$ cat src/rtl/buffer_pool_and_linked_queue_macros.svh
// Assertion macros for the buffer pool and linked queue block.
// Included by files that carry concurrent checks; no other dependencies.
`ifndef BUFFER_POOL_AND_LINKED_QUEUE_MACROS_SVH
`define BUFFER_POOL_AND_LINKED_QUEUE_MACROS_SVH

// Same-cycle implication, disabled during reset.
`define BPLQ_ASSERT_NOW(label, clk, rst, ante, cons) \
   label: assert property (@(posedge clk) disable iff (rst) (ante) |-> (cons)) \
      else $error("assertion failed: ante |-> cons");

// Next-cycle implication, disabled during reset.
`define BPLQ_ASSERT_NEXT(label, clk, rst, ante, cons) \
   label: assert property (@(posedge clk) disable iff (rst) (ante) |=> (cons)) \
      else $error("assertion failed: ante |=> cons");

`endif

$ cat src/rtl/bplq_pkg.sv
// Shared types and constants for the buffer pool and linked queue.
// No dependencies.
`timescale 1ns / 1ps

package bplq_pkg;

   localparam int IDX_W = 6;

   typedef enum logic [1:0] {
      OP_ALLOC = 2'd0,
      OP_FREE  = 2'd1,
      OP_ENQ   = 2'd2,
      OP_DEQ   = 2'd3
   } op_type;

   // Sequencing strobes from the controller to the list engine.
   typedef struct packed {
      logic start;
      logic commit;
   } eng_ctl_type;

   typedef struct packed {
      logic [IDX_W-1:0] result_index;
      logic             status;
   } rsp_word_type;

endpackage

$ cat src/rtl/buffer_pool_and_linked_queue.sv
// Top level: sequencer, link RAM clearing pass and result register.
// Depends on bplq_pkg, bplq_ram, bplq_engine and the assertion macros.
//
//   channel | direction | ports
//   --------+-----------+----------------------------------------------
//   req     | in        | req_valid, req_ready, req_op, req_buffer_index
//   rsp     | out       | rsp_valid, rsp_ready, rsp_result_index, rsp_status
//
// The accept cycle reads the link RAM at the head that may be popped; the
// execute state then applies the update and writes back.
// After reset a clearing pass writes every link RAM entry with the initial
// free chain; req_ready stays low until it ends.
// A word accepted while a result is still held waits in the execute state
// until rsp_ready frees the result register.
`timescale 1ns / 1ps
`include "buffer_pool_and_linked_queue_macros.svh"

module buffer_pool_and_linked_queue
   import bplq_pkg::*;
#(
   parameter int NUM_BUFFERS = 64
) (
   input  logic             clock,
   input  logic             reset,
   input  logic             req_valid,
   output logic             req_ready,
   input  logic [1:0]       req_op,
   input  logic [IDX_W-1:0] req_buffer_index,
   output logic             rsp_valid,
   input  logic             rsp_ready,
   output logic [IDX_W-1:0] rsp_result_index,
   output logic             rsp_status
);

   localparam int LW = $clog2(NUM_BUFFERS + 1);
   localparam int AW = $clog2(NUM_BUFFERS);
   localparam logic [LW-1:0] LINK_NONE = LW'(NUM_BUFFERS);
   localparam logic [AW-1:0] LAST_ADDR = AW'(NUM_BUFFERS - 1);

   typedef enum logic [1:0] {
      S_INIT,
      S_IDLE,
      S_EXEC
   } state_type;

   state_type    state_ff;
   logic [AW-1:0] init_cnt_ff;
   logic         rsp_valid_ff;
   rsp_word_type rsp_word_ff;

   eng_ctl_type  ctl;
   rsp_word_type rsp_word;
   logic [AW-1:0] eng_rd_addr, eng_wr_addr, ram_wr_addr;
   logic [LW-1:0] eng_wr_data, ram_wr_data, ram_rd_data;
   logic          eng_wr_en, ram_wr_en;

   assign req_ready  = (state_ff == S_IDLE);
   assign ctl.start  = req_valid && req_ready;
   assign ctl.commit = (state_ff == S_EXEC) && (!rsp_valid_ff || rsp_ready);

   // Clearing pass: entry i links to i-1, entry 0 ends the chain.
   always_comb begin
      if (state_ff == S_INIT) begin
         ram_wr_en   = 1'b1;
         ram_wr_addr = init_cnt_ff;
         ram_wr_data = (init_cnt_ff == '0) ? LINK_NONE : (LW'(init_cnt_ff) - 1'b1);
      end else begin
         ram_wr_en   = eng_wr_en;
         ram_wr_addr = eng_wr_addr;
         ram_wr_data = eng_wr_data;
      end
   end

   bplq_ram #(
      .WIDTH (LW),
      .DEPTH (NUM_BUFFERS)
   ) u_link_ram (
      .clock   (clock),
      .wr_en   (ram_wr_en),
      .wr_addr (ram_wr_addr),
      .wr_data (ram_wr_data),
      .rd_en   (ctl.start),
      .rd_addr (eng_rd_addr),
      .rd_data (ram_rd_data)
   );

   bplq_engine #(
      .NUM_BUFFERS (NUM_BUFFERS)
   ) u_engine (
      .clock            (clock),
      .reset            (reset),
      .ctl              (ctl),
      .req_op           (req_op),
      .req_buffer_index (req_buffer_index),
      .rd_data          (ram_rd_data),
      .rd_addr          (eng_rd_addr),
      .wr_en            (eng_wr_en),
      .wr_addr          (eng_wr_addr),
      .wr_data          (eng_wr_data),
      .rsp_word         (rsp_word)
   );

   always_ff @(posedge clock) begin
      if (reset) begin
         state_ff     <= S_INIT;
         init_cnt_ff  <= '0;
         rsp_valid_ff <= 1'b0;
      end else begin
         unique case (state_ff)
            S_INIT: begin
               init_cnt_ff <= init_cnt_ff + 1'b1;
               if (init_cnt_ff == LAST_ADDR) begin
                  state_ff <= S_IDLE;
               end
            end
            S_IDLE: begin
               if (ctl.start) begin
                  state_ff <= S_EXEC;
               end
            end
            S_EXEC: begin
               if (ctl.commit) begin
                  state_ff <= S_IDLE;
               end
            end
            default: begin
               state_ff <= S_INIT;
            end
         endcase
         // Hold the result until taken; load a fresh one on commit.
         if (ctl.commit) begin
            rsp_valid_ff <= 1'b1;
         end else if (rsp_ready) begin
            rsp_valid_ff <= 1'b0;
         end
      end
   end

   always_ff @(posedge clock) begin
      if (ctl.commit) begin
         rsp_word_ff <= rsp_word;
      end
   end

   assign rsp_valid        = rsp_valid_ff;
   assign rsp_result_index = rsp_word_ff.result_index;
   assign rsp_status       = rsp_word_ff.status;

   `BPLQ_ASSERT_NEXT(a_start_to_exec, clock, reset, ctl.start, state_ff == S_EXEC)
   `BPLQ_ASSERT_NEXT(a_commit_gives_rsp, clock, reset, ctl.commit, rsp_valid_ff)
   `BPLQ_ASSERT_NOW(a_no_write_while_idle, clock, reset, state_ff == S_IDLE, !ram_wr_en)

endmodule

$ cat src/rtl/bplq_ram.sv
// Generic single-write, single-read RAM with a registered read port.
// No dependencies.
`timescale 1ns / 1ps

module bplq_ram #(
   parameter int WIDTH = 7,
   parameter int DEPTH = 64
) (
   input  logic                     clock,
   input  logic                     wr_en,
   input  logic [$clog2(DEPTH)-1:0] wr_addr,
   input  logic [WIDTH-1:0]         wr_data,
   input  logic                     rd_en,
   input  logic [$clog2(DEPTH)-1:0] rd_addr,
   output logic [WIDTH-1:0]         rd_data
);

   logic [WIDTH-1:0] mem_ff [DEPTH];
   logic [WIDTH-1:0] rd_data_ff;

   always_ff @(posedge clock) begin
      if (wr_en) begin
         mem_ff[wr_addr] <= wr_data;
      end
      if (rd_en) begin
         rd_data_ff <= mem_ff[rd_addr];
      end
   end

   assign rd_data = rd_data_ff;

endmodule

$ cat src/rtl/bplq_engine.sv
// List engine: free-list head, queue head and tail, and the per-op update.
// Depends on bplq_pkg; drives the link RAM ports through the top level.
`timescale 1ns / 1ps

module bplq_engine
   import bplq_pkg::*;
#(
   parameter int NUM_BUFFERS = 64
) (
   input  logic                                   clock,
   input  logic                                   reset,
   input  eng_ctl_type                            ctl,
   input  logic [1:0]                             req_op,
   input  logic [IDX_W-1:0]                       req_buffer_index,
   input  logic [$clog2(NUM_BUFFERS+1)-1:0]       rd_data,
   output logic [$clog2(NUM_BUFFERS)-1:0]         rd_addr,
   output logic                                   wr_en,
   output logic [$clog2(NUM_BUFFERS)-1:0]         wr_addr,
   output logic [$clog2(NUM_BUFFERS+1)-1:0]       wr_data,
   output rsp_word_type                           rsp_word
);

   localparam int LW = $clog2(NUM_BUFFERS + 1);
   localparam int AW = $clog2(NUM_BUFFERS);
   localparam int CW = (LW > IDX_W) ? LW : IDX_W;
   localparam logic [LW-1:0] LINK_NONE = LW'(NUM_BUFFERS);
   localparam logic [LW-1:0] LINK_TOP  = LW'(NUM_BUFFERS - 1);
   localparam logic [CW-1:0] NB_CW     = CW'(NUM_BUFFERS);

   function automatic logic is_buf(input logic [LW-1:0] v);
      return CW'(v) < NB_CW;
   endfunction

   op_type           op_ff;
   logic [IDX_W-1:0] idx_ff;
   logic [LW-1:0]    free_head_ff, free_head_in;
   logic [LW-1:0]    queue_head_ff, queue_head_in;
   logic [LW-1:0]    queue_tail_ff, queue_tail_in;

   logic          idx_ok;
   logic [LW-1:0] idx_link;
   logic [LW-1:0] rd_sel;

   assign idx_ok   = CW'(idx_ff) < NB_CW;
   assign idx_link = LW'(idx_ff);

   // Read the link of whichever head the incoming word may pop.
   assign rd_sel  = (op_type'(req_op) == OP_DEQ) ? queue_head_ff : free_head_ff;
   assign rd_addr = is_buf(rd_sel) ? rd_sel[AW-1:0] : '0;

   always_comb begin
      free_head_in           = free_head_ff;
      queue_head_in          = queue_head_ff;
      queue_tail_in          = queue_tail_ff;
      wr_en                  = 1'b0;
      wr_addr                = '0;
      wr_data                = free_head_ff;
      rsp_word.result_index  = '0;
      rsp_word.status        = 1'b0;
      unique case (op_ff)
         OP_ALLOC: begin
            if (is_buf(free_head_ff)) begin
               rsp_word.result_index = IDX_W'(free_head_ff);
               free_head_in          = rd_data;
            end else begin
               rsp_word.status = 1'b1;
            end
         end
         OP_FREE: begin
            rsp_word.result_index = idx_ff;
            if (idx_ok) begin
               wr_en        = 1'b1;
               wr_addr      = AW'(idx_ff);
               wr_data      = free_head_ff;
               free_head_in = idx_link;
            end
         end
         OP_ENQ: begin
            rsp_word.result_index = idx_ff;
            if (idx_ok) begin
               if (!is_buf(queue_head_ff)) begin
                  queue_head_in = idx_link;
               end else if (is_buf(queue_tail_ff)) begin
                  wr_en   = 1'b1;
                  wr_addr = queue_tail_ff[AW-1:0];
                  wr_data = idx_link;
               end
               queue_tail_in = idx_link;
            end
         end
         OP_DEQ: begin
            if (!is_buf(queue_head_ff)) begin
               rsp_word.status = 1'b1;
            end else begin
               rsp_word.result_index = IDX_W'(queue_head_ff);
               if (queue_head_ff == queue_tail_ff) begin
                  queue_head_in = LINK_NONE;
                  queue_tail_in = LINK_NONE;
               end else begin
                  queue_head_in = rd_data;
               end
            end
         end
         default: begin
         end
      endcase
      if (!ctl.commit) begin
         wr_en = 1'b0;
      end
   end

   always_ff @(posedge clock) begin
      if (ctl.start) begin
         op_ff  <= op_type'(req_op);
         idx_ff <= req_buffer_index;
      end
   end

   always_ff @(posedge clock) begin
      if (reset) begin
         free_head_ff  <= LINK_TOP;
         queue_head_ff <= LINK_NONE;
         queue_tail_ff <= LINK_NONE;
      end else if (ctl.commit) begin
         free_head_ff  <= free_head_in;
         queue_head_ff <= queue_head_in;
         queue_tail_ff <= queue_tail_in;
      end
   end

endmodule

$ cat config.mk
export PLATFORM = sky130hd
export DESIGN_NAME = buffer_pool_and_linked_queue
export DESIGN_NICKNAME = d
export VERILOG_FILES = /design/src/rtl/bplq_pkg.sv /design/src/rtl/buffer_pool_and_linked_queue.sv /design/src/rtl/bplq_ram.sv /design/src/rtl/bplq_engine.sv
export VERILOG_INCLUDE_DIRS = /design/src /design/src/rtl
export SDC_FILE = /design/constraint.sdc
export NUM_CORES = 1
export LEC_CHECK = 0
export BUFFER_PORTS_ARGS = -buffer_cell sky130_fd_sc_hd__clkbuf_2
export CAP_MARGIN = 20
export CORE_MARGIN = 5
export CORE_UTILIZATION = 59
export DETAILED_ROUTE_END_ITERATION = 7
export PLACE_DENSITY = 0.75
export SLEW_MARGIN = 20
export SYNTH_ARGS = -nofsm -noshare
export SYNTH_HDL_FRONTEND = slang
export SYNTH_SLANG_ARGS = --single-unit
$ cat constraint.sdc
create_clock -name clock -period 6.68 [get_ports clock]
set_clock_uncertainty 0.2 [all_clocks]
set_input_delay 0 -clock clock [delete_from_list [all_inputs] [get_ports clock]]
set_output_delay 0 -clock clock [all_outputs]
set_load 0.005 [all_outputs]
After elaboration in Yosys (flattened, before gate mapping)
Memories as Yosys holds them, arrays and structs flattened. A register that Yosys moved wholly into a read port is not among the register bits.
Cells that the tools add are included.
{"block": "totals", "reg_bits": 45, "ramBits": 448, "output_inout_bits": 9, "memories": 1}
{"name": "u_link_ram.mem_ff", "depth": 64, "width": 7, "read_ports": 1, "rd_clocked_by_memory_dff": 1, "wr": 1, "line": "bplq_ram.sv:18", "text": "logic [WIDTH-1:0] mem_ff [DEPTH];"}
{"block": "classes", "add_sub_neg": 2, "n_lt_le_gt_ge": 4, "eq_ne": 15, "muxes": 39, "n_reduce_logical": 15}
{"cell": "$mux W7", "n": 12}
{"cell": "$pmux W7 S2", "n": 3}
{"cell": "$mux W6", "n": 6}
{"cell": "$lt A7 B7 Y1 const B", "n": 4}
{"cell": "$pmux W6 S3", "n": 1}
{"cell": "$ne A2 B1 Y1 const B", "n": 6}
{"cell": "$pmux W6 S2", "n": 1}
{"cell": "$mux W1", "n": 10}
{"cell": "$eq A2 B2 Y1 const B", "n": 4}
{"cell": "$reduce_and A4 Y1", "n": 2}
{"cell": "$eq A7 B7 Y1", "n": 1}
{"cell": "$sub A6 B1 Y7 const B", "n": 1}
{"cell": "$add A6 B1 Y6 const B", "n": 1}
{"cell": "$eq A6 B6 Y1 const B", "n": 1}
{"cell": "$logic_not A6 Y1", "n": 1}
{"cell": "$mux W2", "n": 3}
{"cell": "$pmux W2 S3", "n": 1}
{"cell": "$reduce_and A3 Y1", "n": 2}
{"cell": "$reduce_bool A2 Y1", "n": 3}
{"cell": "$eq A2 B1 Y1 const B", "n": 2}
{"cell": "$logic_not A2 Y1", "n": 2}
{"cell": "$pmux W1 S2", "n": 2}
{"cell": "$logic_and A1 B1 Y1", "n": 2}
{"cell": "$ne A2 B2 Y1 const B", "n": 1}
{"cell": "other kinds (3)", "n": 3}

Longest topological paths before layout
{"block": "depth", "ltp_word": 8, "ltp_mapped": 12, "ltp_nobuf": 10}

Hierarchy
From an unflattened synthesis, not the netlist that was laid out.
{"block": "unflattened", "hier_cells": 1142, "hier_area_um2": 20482.1}
{"module": "bplq_ram", "instances": 1, "cells_each": 827, "area_each_um2": 17705.7, "seq_area_each_um2": 13663.1}
{"module": "bplq_engine", "instances": 1, "cells_each": 206, "area_each_um2": 1835.5, "seq_area_each_um2": 660.6}
{"module": "buffer_pool_and_linked_queue", "instances": 1, "cells_each": 109, "area_each_um2": 940.9, "seq_area_each_um2": 390.4}

Worst setup path after synthesis
Ideal clock, no wire load.
{"block": "synth_path", "path_type": "reg-to-reg", "start": "reg u_engine.op_ff[0]", "end": "mem u_link_ram.mem_ff[0][0], data pin", "setup_time_ns": 0.553, "arrival_ns": 3.288, "slack_ns": 2.639, "stages_incl_launch_ff": 8, "n_path_buf": 1, "synth_period_minus_slack_ns": 4.041, "cell_sequence": "edfxtp_1 inv_1 ha_1 inv_1 nor3_1 buf_2 mux2i_1 o22ai_1"}
{"block": "synth_between", "elab_chain_cells": 3}
{"item": "start, declared", "line": "bplq_engine.sv:34", "text": "op_type op_ff;"}
{"item": "start signal, assigned", "line": "bplq_engine.sv:114", "text": "op_ff <= op_type'(req_op);"}
{"item": "$eq A2 B2 Y1", "line": "bplq_engine.sv:60", "text": "unique case (op_ff)"}
{"item": "$mux W7"}
{"item": "$mux W7", "line": "buffer_pool_and_linked_queue.sv:63", "text": "if (state_ff == S_INIT) begin"}
{"item": "named net ram_wr_data[0]", "line": "buffer_pool_and_linked_queue.sv:54", "text": "logic [LW-1:0] eng_wr_data, ram_wr_data, ram_rd_data;"}
{"item": "end, declared", "line": "bplq_ram.sv:18"}
The timed path passes the listed nets, and every way through them passes these cells.

Worst setup path after layout
{"block": "layout_path", "start": "reg u_engine.free_head_ff[6]", "end": "reg u_link_ram.rd_data_ff[1] (netlist: u_link_ram.rd_data[1]) (read register of u_link_ram.mem_ff), data pin"}
{"block": "layout_between", "elab_chain_cells": 3}
{"item": "start, declared", "line": "bplq_engine.sv:36", "text": "logic [LW-1:0] free_head_ff, free_head_in;"}
{"item": "start signal, assigned", "line": "bplq_engine.sv:125", "text": "free_head_ff <= free_head_in;"}
{"item": "$mux W7", "line": "bplq_engine.sv:48", "text": "assign rd_sel = (op_type'(req_op) == OP_DEQ) ? queue_head_ff : free_head_ff;"}
{"item": "$lt A7 B7 Y1", "line": "bplq_engine.sv:31", "text": "return CW'(v) < NB_CW;"}
{"item": "$mux W6", "line": "bplq_engine.sv:49", "text": "assign rd_addr = is_buf(rd_sel) ? rd_sel[AW-1:0] : '0;"}
{"item": "end, declared", "line": "bplq_ram.sv:19", "text": "logic [WIDTH-1:0] rd_data_ff;"}
Every way passes these cells.
A chain may end at the register's enable or synchronous reset.

==> impl_results.md <==
- Total grt overflow: 0
- Crit Path Max Fanout: 51
- Core Area: 34400 sq um
- Clock Path Buffers: 3
- Inst Count DP: 1889
- Yosys cell types: 60
- Gr usage total: 0.264
- Worst reg2reg endpoint: u_link_ram.rd_data[1]
- Netlist Area Pre-Place: 20400 sq um
- Critical path class: reg -> reg
- Max-Cap Viols: 0
- Stages on worst setup path: 9
- Final instance area: 22600 sq um
- WP buf/inv: 1
- Largest family of logic cells by synthesized area: compound AO/OA/AOI/OAI gates
- Setup Buffers After CTS: 0
- Final setup fails: 0
- Overall die width: 196 um
- Final Net Count: 1521
- Initial antenna violation count: 1
- Setup_tns: 0 ns
- Top post-synthesis cells by area: edfxtp_1 (69%), nand2_1 (4.4%), dfxtp_1 (2.9%)
- Leakage dissipation: 7.34 nW
- Period utilisation layout: 0.653
- Outcome: finished, final reports clean
- Xor-xnor portion of the synthesized cell area: 0.00515
- Required time of the critical path: 6.77 ns
- DRT antenna net count: 0
- Fmax: 0.229 GHz
- Slew @ Worst Pin: 1.02 ns
- RSZ-0062 raised after global routing: no
- Initial DRT Pass Iterations: 6
- CTS HTree Levels: 2
- Mux cell area share after synthesis: 0.0253
- DR vias/cell: 6.73
- Max-slew violation total from the final report: 0
- Reg-to-reg critical path startpoint: u_engine.free_head_ff[6]
- Critical Path AT: 4.45 ns
- First-pass GRT wire length: 77500 um
- Share of post-route cells with drive strength above 1: 0.0885
- Family with the most delay on the worst path: compound AO/OA/AOI/OAI gates
- Floorplan row count: 68
- Crit end category: flop
- Drt first-iter violations: 1878
- Synthesized Nets: 1509
- Clock transition at the registers of the reported paths: 0.07 ns
- Placement Cell Area: 20900 sq um
- # port buffers: 20
- Avg Inst Size Synth: 13.7 sq um
- Die ar.: 38400 sq um
- Ys Warns: 0
- Post-Syn Instances: 1490
- Fin. Hold Viols: 0
- Vias in the first global route: 12700
- Avg WL per Cell: 25.9 um
- PostCTS Resize Cnt: 0
- Clock Sink Count: 500
- Most frequent cells after synthesis: edfxtp_1 (470), nand2_1 (240), nor2_1 (107)
- Critical Path Source: u_engine.free_head_ff[6]
- Ant diodes: 0
- Critical path, cell by cell: nor2b_1 > a21o_2 > buf_4 > nand2_4 > o221ai_1 > a221o_1 > o211ai_1 > a2111oi_0 > a21oi_1
- Minimum setup slack among reg-to-reg paths: 2.32 ns
- Non-Filler Instances: 1991
- Post-Synth Adder-Cell Area: 0.00429
- CTS tree: done
- Critical path's slowest cell: a21o_2
- Hold Path Depth: 2
- Compound-Gate Fraction of Synth Area: 0.118
- Max-slew headroom: 0.318
- Type of origin of the critical path: flop
- Asr flop ratio synth: 0
- Worst vdd ir: 0.208 mV
- Initial core utilization: 0.594
- DP Wirelength: 30000 um
- Post-synth EDFFs: 470
- HP Class: in -> reg
- Largest net degree at the start of global routing: 92
- Area Growth Syn to Fin: 10.8%
- Slowest Stage Delay on Critical Path: 0.75 ns
- Sequential area share after synthesis: 0.721
- Vias: 13400
- TritonCTS buffer count: 47
- CP Capture Point: u_link_ram.rd_data[1]
- Gpl congestion: 0.894
- Synth Area in Simple Gates: 0.103
- Final wirelength: 51600 um
- Yosys top cell area share: 0.692
- Die Ht: 196 um
- Synth area leader: edfxtp_1
- Ports: 21
- Clock root cell: clkbuf_16
- Min Tclk post-route: 4.36 ns
- Worst-Skew Late Latency: 0.57 ns
- Synth Register Bits: 500
- DRC Markers: 0
- Main synth FF type: edfxtp_1
- Most frequent cell after synthesis: edfxtp_1
- Cell Pwr Density: 298 nW/um^2
- Reg2Reg Depth: 9
[power by group]
part	total, mW	leakage (nW)	switching [mW]	internal, mW
registers	3.54	4.54	0.00887	3.53
logic	0.493	2.06	0.383	0.110
clock network	2.69	0.741	1.12	1.58
total	6.73	7.34	1.51	5.22
[metrics by stage]
| step | hold WS (ns) | setup slack (ns) | power, mW | utilization |
|---|---|---|---|---|
| after floorplan | -0.101 | 2.64 | 3.88 | - |
| after global placement | -0.0189 | 2.54 | 4.08 | 0.607 |
| after detailed placement | -0.0201 | 2.45 | 4.09 | 0.607 |
| after CTS | 0.0514 | 2.42 | 6.73 | 0.658 |
| after global routing | 0.0779 | 2.10 | 6.90 | 0.658 |
| final | 0.0639 | 2.32 | 6.73 | 0.658 |
[state kept, by name (all words and copies together) (netlist names)]
| signal | flops |
|---|---|
| u_link_ram.mem_ff | 448 |
| u_engine.free_head_ff | 7 |
| u_engine.queue_head_ff | 7 |
| u_engine.queue_tail_ff | 7 |
| u_link_ram.rd_data | 7 |
| init_cnt_ff | 6 |
| rsp_result_index | 6 |
| u_engine.idx_ff | 6 |
| state_ff | 2 |
| u_engine.op_ff | 2 |
| rsp_status | 1 |
| rsp_valid | 1 |
[worst min-delay path by stage]
stage | startpoint | to | slack (ns)
after floorplan | req_buffer_index[0] | u_engine.idx_ff[0] | -0.10
after global placement | req_buffer_index[4] | u_engine.idx_ff[4] | -0.02
after detailed placement | req_buffer_index[0] | u_engine.idx_ff[0] | -0.02
after CTS | req_op[1] | u_engine.op_ff[1] | 0.05
after global routing | req_op[1] | u_engine.op_ff[1] | 0.08
final | req_op[0] | u_engine.op_ff[0] | 0.06
[area by class of cell]
class / count / area [sq um]
Inverter: 9 / 33.8
Timing Repair Buffer: 56 / 430
Clock buffer: 63 / 1280
Tap cell: 455 / 569
Sequential cell: 500 / 14700
Fill cell: 2337 / 11800
Multi-Input combinational cell: 888 / 5320
Clock inverter: 20 / 256
[layout by cell type (no fill, tap or decap), types with 33 or more instances in the layout]
| cell type | count |
|---|---|
| a21oi_1 | 46 |
| clkbuf_16 | 49 |
| edfxtp_1 | 470 |
| mux2i_1 | 33 |
| nand2_1 | 240 |
| nand3_1 | 61 |
| nor2_1 | 106 |
| o21ai_0 | 37 |
| o221ai_1 | 55 |
| o22ai_1 | 39 |
[metal layers]
layer / vias up / global-route usage / wire length [um]
li1: 5793 / - / -
met1: 6530 / 0.379 / 20000
met2: 940 / 0.414 / 24100
met3: 138 / 0.0434 / 5490
met4: 2 / 0.100 / 2020
met5: - / 0 / 13
[cell families (layout without fill, tap and decap cells)]
group,after synthesis,in the layout
xor+xnor,12,12
simple gates,484,484
flops,500,500
fa+ha+maj,7,7
compound gates,336,336
buf+inv,102,148
mux,49,49
[what timing repair did]
| item | CTS | global route |
|---|---|---|
| endpoints found under the setup margin | 0 | 0 |
| hold endpoints to repair | 38 | 0 |
| hold buffers | 19 | 0 |
Power figures use the tool's default switching activity.
